<file path="config.mk">
export PLATFORM = sky130hd
export DESIGN_NAME = nstg_ctrl
export DESIGN_NICKNAME = d
export VERILOG_FILES = /design/src/nstg_pkg.sv /design/src/nstg_ctrl.sv
export SDC_FILE = /design/constraint.sdc
export NUM_CORES = 1
export LEC_CHECK = 0
export ABC_CLOCK_PERIOD_IN_PS = 3100
export BUFFER_PORTS_ARGS = -buffer_cell sky130_fd_sc_hd__buf_2
export CORE_MARGIN = 8
export CORE_UTILIZATION = 56
export DETAILED_ROUTE_END_ITERATION = 10
export HOLD_SLACK_MARGIN = 0.12
export PLACE_DENSITY = 0.78
export SLEW_MARGIN = 15
export SYNTH_ARGS = -nofsm -noshare
export SYNTH_HDL_FRONTEND = slang
export SYNTH_SLANG_ARGS = --single-unit
</file>
<file path="constraint.sdc">
create_clock -name clk -period 3.1 [get_ports clk]
set_input_delay 0.62 -clock clk [delete_from_list [all_inputs] [get_ports clk]]
set_output_delay 0.62 -clock clk [all_outputs]
set_load 0.01 [all_outputs]
</file>
<file path="src/nstg_pkg.sv">
// ----------------------------------------------------------------------------
// nstg_pkg
// Shared types, constants and the quarter-wave sine table of the note
// sequencer tone generator.
// ----------------------------------------------------------------------------
package nstg_pkg;

  localparam int MAX_NOTES    = 64;
  localparam int NOTE_AW      = $clog2(MAX_NOTES);
  localparam int NOTE_CW      = NOTE_AW + 1;
  localparam int SAMPLE_WIDTH = 16;
  localparam int STEP_W       = 24;
  localparam int LEN_W        = 20;
  localparam int CNT_W        = 26;
  localparam int ENV_W        = 16;
  localparam int MAG_W        = SAMPLE_WIDTH - 1;
  localparam int QUARTER      = 256;
  localparam int QIDX_W       = 9;
  localparam int MUL_W        = 24;
  localparam int PROD_W       = 2 * MUL_W;
  localparam int REM_W        = LEN_W + 1;
  localparam int DIV_STEPS    = 15;
  localparam int DCNT_W       = 4;

  localparam logic [ENV_W-1:0] ENV_ONE = ENV_W'(32768);
  localparam longint unsigned HALF_PI_Q30 = 64'd1686629713;
  localparam longint Q30_ONE = 64'sd1073741824;

  localparam logic [1:0] REG_NOTE_COUNT  = 2'd0;
  localparam logic [1:0] REG_ATTACK_GAIN = 2'd1;
  localparam logic [1:0] REG_DECAY_GAIN  = 2'd2;

  typedef logic [MAG_W-1:0] sine_lut_t [0:QUARTER];

  typedef enum logic [3:0] {
    OP_NONE,
    OP_WR,
    OP_SCAN_INIT,
    OP_SCAN_RD,
    OP_SCAN_CMP,
    OP_MUL_PHASE,
    OP_MUL_ATTACK,
    OP_DIV_INIT,
    OP_DIV_STEP,
    OP_MUL_DECAY,
    OP_MUL_VOL,
    OP_MUL_SAMPLE,
    OP_FIN,
    OP_FAIL
  } dp_op_t;

  typedef struct packed {
    dp_op_t op;
  } dp_cmd_t;

  typedef struct packed {
    logic found;
    logic iter_last;
    logic div_last;
    logic out_busy;
  } dp_stat_t;

  function automatic longint unsigned shift_sub_div(input longint unsigned num,
                                                    input longint unsigned den);
    longint unsigned q;
    longint unsigned r;
    q = '0;
    r = '0;
    for (int b = 63; b >= 0; b--) begin
      r = {r[62:0], num[b]};
      if (r >= den) begin
        r = r - den;
        q[b] = 1'b1;
      end
    end
    return q;
  endfunction

  function automatic sine_lut_t build_sine();
    sine_lut_t t;
    longint unsigned frac;
    longint unsigned x;
    longint unsigned term;
    longint unsigned mag;
    longint sum;
    for (int j = 0; j <= QUARTER; j++) begin
      frac = longint'(j) << 14;
      x = (frac * HALF_PI_Q30) >> 22;
      term = x;
      sum = longint'(x);
      for (int k = 1; k <= 5; k++) begin
        term = (term * x) >> 30;
        term = (term * x) >> 30;
        term = shift_sub_div(term, longint'((2 * k) * (2 * k + 1)));
        if (k % 2 == 1) sum = sum - longint'(term);
        else sum = sum + longint'(term);
      end
      if (sum < 0) sum = 0;
      if (sum > Q30_ONE) sum = Q30_ONE;
      mag = (longint'(sum) * 64'd32767 + (64'd1 << 29)) >> 30;
      t[j] = mag[MAG_W-1:0];
    end
    return t;
  endfunction

  localparam sine_lut_t SINE_LUT = build_sine();

endpackage

</file>
<file path="src/nstg_ctrl.sv">
// ----------------------------------------------------------------------------
// nstg_ctrl
// Sequencer of the tone generator: note scan, shared multiplier and divider
// steps, result hand-off.
// ----------------------------------------------------------------------------
module nstg_ctrl import nstg_pkg::*; (
  input  logic     clk,
  input  logic     rst_n,
  input  logic     in_valid,
  input  logic     in_mode,
  output logic     in_ready,
  input  dp_stat_t stat,
  output dp_cmd_t  cmd
);

  typedef enum logic [13:0] {
    ST_IDLE = 14'b00000000000001,
    ST_RD   = 14'b00000000000010,
    ST_CMP  = 14'b00000000000100,
    ST_MPH  = 14'b00000000001000,
    ST_MA   = 14'b00000000010000,
    ST_DA0  = 14'b00000000100000,
    ST_DA   = 14'b00000001000000,
    ST_MD   = 14'b00000010000000,
    ST_DD0  = 14'b00000100000000,
    ST_DD   = 14'b00001000000000,
    ST_MV   = 14'b00010000000000,
    ST_MS   = 14'b00100000000000,
    ST_FIN  = 14'b01000000000000,
    ST_FAIL = 14'b10000000000000
  } state_t;

  state_t state_r, state_nxt;

  assign in_ready = (state_r == ST_IDLE);

  always_comb begin
    state_nxt = state_r;
    cmd.op = OP_NONE;
    unique case (state_r)
      ST_IDLE: begin
        if (in_valid) begin
          if (in_mode) begin
            cmd.op = OP_SCAN_INIT;
            state_nxt = ST_RD;
          end else begin
            cmd.op = OP_WR;
          end
        end
      end
      ST_RD: begin
        cmd.op = OP_SCAN_RD;
        state_nxt = ST_CMP;
      end
      ST_CMP: begin
        cmd.op = OP_SCAN_CMP;
        if (stat.found) state_nxt = ST_MPH;
        else if (stat.iter_last) state_nxt = ST_FAIL;
        else state_nxt = ST_RD;
      end
      ST_MPH: begin
        cmd.op = OP_MUL_PHASE;
        state_nxt = ST_MA;
      end
      ST_MA: begin
        cmd.op = OP_MUL_ATTACK;
        state_nxt = ST_DA0;
      end
      ST_DA0: begin
        cmd.op = OP_DIV_INIT;
        state_nxt = ST_DA;
      end
      ST_DA: begin
        cmd.op = OP_DIV_STEP;
        if (stat.div_last) state_nxt = ST_MD;
      end
      ST_MD: begin
        cmd.op = OP_MUL_DECAY;
        state_nxt = ST_DD0;
      end
      ST_DD0: begin
        cmd.op = OP_DIV_INIT;
        state_nxt = ST_DD;
      end
      ST_DD: begin
        cmd.op = OP_DIV_STEP;
        if (stat.div_last) state_nxt = ST_MV;
      end
      ST_MV: begin
        cmd.op = OP_MUL_VOL;
        state_nxt = ST_MS;
      end
      ST_MS: begin
        cmd.op = OP_MUL_SAMPLE;
        state_nxt = ST_FIN;
      end
      ST_FIN: begin
        if (!stat.out_busy) begin
          cmd.op = OP_FIN;
          state_nxt = ST_IDLE;
        end
      end
      ST_FAIL: begin
        if (!stat.out_busy) begin
          cmd.op = OP_FAIL;
          state_nxt = ST_IDLE;
        end
      end
      default: state_nxt = ST_IDLE;
    endcase
  end

  always_ff @(posedge clk) begin
    if (!rst_n) state_r <= ST_IDLE;
    else state_r <= state_nxt;
  end

endmodule

</file>
==> metrics.csv, run 1 <==
metric,value,unit
clock_sinks,14,
antennaDiodeCount,0,
die_x,58.3,um
clkTransAtPathRegs,0.09,ns
first_iter_violations,21,
synth_edf_count,0,
max-cap-violations,0,
area.growth.synth_to_final,8.00,%
rows,15,
final_layout_size_suffix_gt1_frac,0.185,
io_buffers,12,
p_sw_frac,0.326,
vias,964,
finClkSkew,0.00786,ns
synth_top_area_cell,dfxtp_1,
hp-start,state_r[12],
cts_hold_buf,0,
yosysUniqueCellTypes,43,
slew-limit-headroom,0.649,
synth_top_area_frac,0.280,
cts_buffers,3,
grt_max_degree,11,
synthMostInstantiatedCell,nor3_1,
worstSkewPairLatency,0.28,ns
tightestPinTransition,0.522,ns
start_util,0.586,
critPathSlowestCell,or4_4,
avgSynthCellArea,7.94,um^2
synth_commonest_cells,"nor3_1, dfxtp_1, nor2_1",
reg2reg_from,state_r[4],
finalSetupViolations,0,
async_reset_ff_frac,0,
largest_register,state_r,
pre_cts_ws,0.367,ns
cts_tree,built,
core_area,1710,um^2
rsz0062_at_grt,false,
wire_per_inst,14.8,um
postCtsSetupRepairBufs,0,
ios,13,
drc,0,
power_frac_clock,0.252,
holdPathEnd,state_r[12],
gp_congestion,0.951,
p_comb_frac,0.278,
power.density,383,nW/um^2
fmax,344,MHz
synth_area_leaders,"dfxtp_1, nor3_1, nor2_1, nand3_1, xor2_1",
h-tree-depth,1,
drt_pass1_iterations,4,
reg_top3,state_r (14),
grt_antenna_before_repair,0,
drtAntennaViolNets,0,
p_seq_frac,0.470,
power_switching,0.000135,W
path_cells,"or4_4, nor3_2, nand3_1, or3b_1, nand4_1, buf_2",
nNetsFinal,145,
cts_buffer_depth,2,
cts_root_buf,clkbuf_4,
min_period_over_period,0.938,
period_minus_slack,2.91,ns
netlist_instances,126,
ys_ff_latch,14,
wl,2370,um
cp_slowest_stage_delay,0.57,ns
r2r-end,state_r[4],
internal_power,0.000279,W
final_core_util,0.633,
grt_overflow,0,
final_max_slew_viol_count,0,
cp-end-kind,output pin,
die_area,3400,um^2
hold_class,register to register,
ff2ff_path_depth,5,
synth_ff_type,dfxtp_1,
vdd_drop_max,0.300,mV
outcome,finished clean,
cp_data_arrival_time,2.29,ns
netlist_area,1000,um^2
grt_pass1_wl,4150,um
crit_type,register to output pin,
fin_setup_tns,0,ns
yosysSeqAreaShare,0.280,
ys_warn_count,0,
track_usage,0.155,
min_path_cells,2,
required,2.48,ns
grt_pass1_vias,949,
syn_nets,134,
finalWorstSetupSlack,0.191,ns
cp_max_fo,8,
largest_register_ffs,14,
dp_hpwl,1880,um
leakage,0.453,nW
rrSetupSlack,0.82,ns
viasPerCell,6.03,
hold_viol,0,
die_h,58.3,um
crit_path_start_kind,register,
==> power groups by stage <==
stage          Clock, W  Sequential (W)  Combinational [W]
6_report       0.000104        0.000195           0.000115
5_1_grt        0.000117        0.000196           0.000128
4_1_cts        0.000107        0.000194           0.000116
3_5_place_dp          0        0.000199           0.000115
3_3_place_gp          0        0.000198           0.000114
2_1_floorplan         0        0.000196          0.0000836
==> cell usage in the layout (no fill, tap or decap), types with 2 or more instances in the layout <==
master | Yosys | layout
nand3_1 | 7 | 7
and3_1 | 2 | 2
or3_1 | 2 | 2
nor4_1 | 3 | 3
nor3_1 | 16 | 15
nor2b_1 | 4 | 4
clkbuf_4 | 0 | 3
nand2b_1 | 3 | 3
a21o_1 | 2 | 2
nand4_1 | 2 | 2
nand2_1 | 9 | 9
or4_1 | 2 | 2
buf_2 | 1 | 12
nor3b_1 | 2 | 2
xor2_1 | 4 | 4
nor2_1 | 11 | 11
dfxtp_1 | 14 | 14
xnor2_1 | 2 | 2
a21oi_1 | 2 | 2
inv_1 | 3 | 3
or3b_1 | 2 | 2
a31oi_1 | 2 | 2
or4_4 | 2 | 2
o21ai_0 | 6 | 6
==> routing by layer <==
layer  vias to the layer above  wire length (um)  part of all wire  global-route usage
met5                         -                 0                 0                   0
met4                         0                60             0.025              0.0699
met3                         8               138             0.058              0.0353
met2                        27              1150              0.48               0.257
met1                       444              1020              0.43               0.182
li1                        485                 -                 -                   -
==> layout make-up <==
type	count	area, um^2
clock buffers	3	22.5
fillers	150	627
inverters	3	11.3
flip-flops and latches	14	280
well taps	25	31.3
repair buffers	13	67.6
multi-input cells	102	668
==> worst max-delay path: cells and delay by family (launching register included) <==
| family | cells | cell delay [ns] |
|---|---|---|
| buf+inv | 1 | 0.13 |
| flops | 1 | 0.40 |
| simple gates | 5 | 1.47 |
==> stage by stage <==
step	area (um^2)	hold slack, ns	instances	power, W
finish	1080	0.550	160	0.000414
global route	1080	0.588	160	0.000441
CTS	1080	0.548	160	0.000416
detailed placement	1050	0.536	157	0.000314
global placement	1050	0.527	157	0.000311
floorplan	1000	0.498	126	0.000280
==> how the worst max path moves through the flow <==
stage,slack [ns],cells after the start,start,endpoint
2_1_floorplan,0.71,5,state_r[10],cmd[1]
3_3_place_gp,0.39,6,state_r[10],cmd[1]
3_5_place_dp,0.37,6,state_r[11],cmd[1]
4_1_cts,0.05,6,state_r[11],cmd[1]
5_1_grt,0.05,6,state_r[4],cmd[0]
6_report,0.19,6,state_r[11],cmd[1]
==> cell families after synthesis <==
| kind of cell | after synthesis | share of synthesized area |
|---|---|---|
| AO/OA/AOI/OAI | 22 | 0.166 |
| flip-flops | 14 | 0.280 |
| XOR/XNOR | 6 | 0.0525 |
| buffers and inverters | 10 | 0.0575 |
| AND/OR/NAND/NOR | 74 | 0.444 |
==> timing repair <==
action,CTS,global route
resized for setup,0,1
setup endpoints to repair,0,1
endpoints found under the hold margin,0,0
No activity file was read; power rests on OpenSTA's default activity.
==> run 2, diff against run 1 <==
--- a/config.mk
+++ b/config.mk
@@ -7,11 +7,13 @@
 export LEC_CHECK = 0
 export ABC_CLOCK_PERIOD_IN_PS = 3100
 export BUFFER_PORTS_ARGS = -buffer_cell sky130_fd_sc_hd__buf_2
+export CELL_PAD_IN_SITES_DETAIL_PLACEMENT = 1
+export CELL_PAD_IN_SITES_GLOBAL_PLACEMENT = 1
 export CORE_MARGIN = 8
-export CORE_UTILIZATION = 56
+export CORE_UTILIZATION = 41
 export DETAILED_ROUTE_END_ITERATION = 10
 export HOLD_SLACK_MARGIN = 0.12
-export PLACE_DENSITY = 0.78
+export PLACE_DENSITY_LB_ADDON = 0.1
 export SLEW_MARGIN = 15
 export SYNTH_ARGS = -nofsm -noshare
 export SYNTH_HDL_FRONTEND = slang
==> run 2 against run 1 <==
Sequential power hardly changed. Sequential share of layout area decreased by 0.81 points. Setup slack better by 0.015 ns. Cell area increased by 3.2%. Global-route usage shrank 1.7 points. Clock power rose by 26%. Die area is 26% higher. Via count rose by 0.52%. Wire length is 17% higher. Flip-flop and latch count unchanged. Critical path type unchanged. Largest cell class unchanged.
==> metrics.csv, run 2 (same netlist as run 1, synthesis figures left out) <==
metric,value,unit
outcome,finished clean,
fmax,346,MHz
critPathBufInv,1,
worstSkewPairLatency,0.28,ns
cp_slowest_stage_delay,0.50,ns
die_area,4280,um^2
io_buffers,12,
drc,0,
final_core_util,0.468,
grt_max_degree,11,
cts_buffer_depth,2,
largest_register_ffs,14,
power.density,398,nW/um^2
final_layout_size_suffix_gt1_frac,0.203,
rows,18,
clock_sinks,14,
grt_pass1_wl,4680,um
cts_root_buf,clkbuf_4,
slew-limit-headroom,0.582,
final_common_cell,nor3_1,
fin_total_pwr,0.000444,W
vias,969,
final_max_slew_viol_count,0,
track_usage,0.137,
crit_path_start_kind,register,
hp-start,state_r[12],
postCtsSetupRepairBufs,0,
cp_max_fo,10,
h-tree-depth,1,
reg_top3,state_r (14),
viasPerCell,5.77,
first_iter_violations,32,
drt_pass1_iterations,4,
area.growth.synth_to_final,11.5,%
path_depth,6,
leakage,0.471,nW
hold_viol,0,
grt_antenna_before_repair,0,
reg2reg_from,state_r[6],
fin_setup_tns,0,ns
cts_tree,built,
wl,2770,um
die_h,65.4,um
required,2.48,ns
min_period_over_period,0.934,
grt_overflow,0,
finalSetupViolations,0,
layout_common_cells,"nor3_1, dfxtp_1, buf_2",
r2r-end,state_r[10],
hold_class,register to register,
min_path_cells,2,
grt_pass1_vias,987,
dp_hpwl,2270,um
period_minus_slack,2.89,ns
critPathTopFamily,simple AND/OR/NAND/NOR gates,
antennaDiodeCount,0,
ff2ff_path_depth,5,
largest_register,state_r,
cp_data_arrival_time,2.27,ns
gp_congestion,0.785,
rsz0062_at_grt,false,
cts_buffers,3,
drtAntennaViolNets,0,
path_cells,"nor4_4, nand3_1, nor4_1, a31oi_1, nand3_1, buf_2",
start_util,0.419,
cp-end-kind,output pin,
wire_per_inst,16.5,um
finClkSkew,0.00530,ns
ios,13,
core_area,2390,um^2
die_x,65.4,um
tightestPinTransition,0.621,ns
max-cap-violations,0,
critPathSlowestCell,nor4_1,
crit_path_frequent_cell,nand3_1,
fillerInstances,323,
vdd_drop_max,0.255,mV
crit_type,register to output pin,
rrSetupSlack,0.85,ns
clkTransAtPathRegs,0.09,ns
holdPathEnd,state_r[12],
nNetsFinal,147,
-- run 2: worst min-delay path: stages, from the launching register on --
cell and delay, ns:
dfxtp_1 0.36, o21ai_0 0.10, a21boi_1 0.06
-- run 2: how the worst max path moves through the flow --
stage / end / start / slack [ns]
2_1_floorplan: cmd[1] / state_r[10] / 0.71
3_3_place_gp: cmd[1] / state_r[10] / 0.52
3_5_place_dp: cmd[1] / state_r[10] / 0.38
4_1_cts: cmd[1] / state_r[10] / 0.08
5_1_grt: cmd[0] / state_r[6] / 0.009
6_report: cmd[0] / state_r[6] / 0.21
-- run 2: metrics by stage --
step	cell area [um^2]	hold WS, ns	instances	setup WS (ns)
global route	1120	0.591	168	0.00873
floorplan	1000	0.498	126	0.712
detailed placement	1070	0.552	164	0.383
global placement	1070	0.534	164	0.525
finish	1120	0.566	168	0.206
CTS	1110	0.567	168	0.0765
-- run 2: area by class of cell --
class | instances | area, um^2 | share of cell area
timing repair buffer | 15 | 82.6 | 0.0740
inverter | 3 | 11.3 | 0.0101
tap | 30 | 37.5 | 0.0336
multi-input combinational | 102 | 668 | 0.599
clock buffer | 4 | 36.3 | 0.0325
sequential | 14 | 280 | 0.251
-- run 2: per-layer routing --
metal	vias to the layer above	global-route usage	wire length, um
li1	495	-	-
met5	-	0	0
met2	7	0.240	1360
met1	463	0.164	1310
met3	4	0.0187	44
met4	0	0.0572	45
-- run 2: what timing repair did --
action	CTS	global route
setup endpoints to repair	0	1
resized for setup	0	1
hold buffers	0	0
-- run 2: power by group --
| group | internal, W | switching, W |
|---|---|---|
| combinational | 0.0000478 | 0.0000709 |
| sequential | 0.000186 | 0.00000828 |
| clock | 0.0000714 | 0.0000598 |
| total | 0.000305 | 0.000139 |
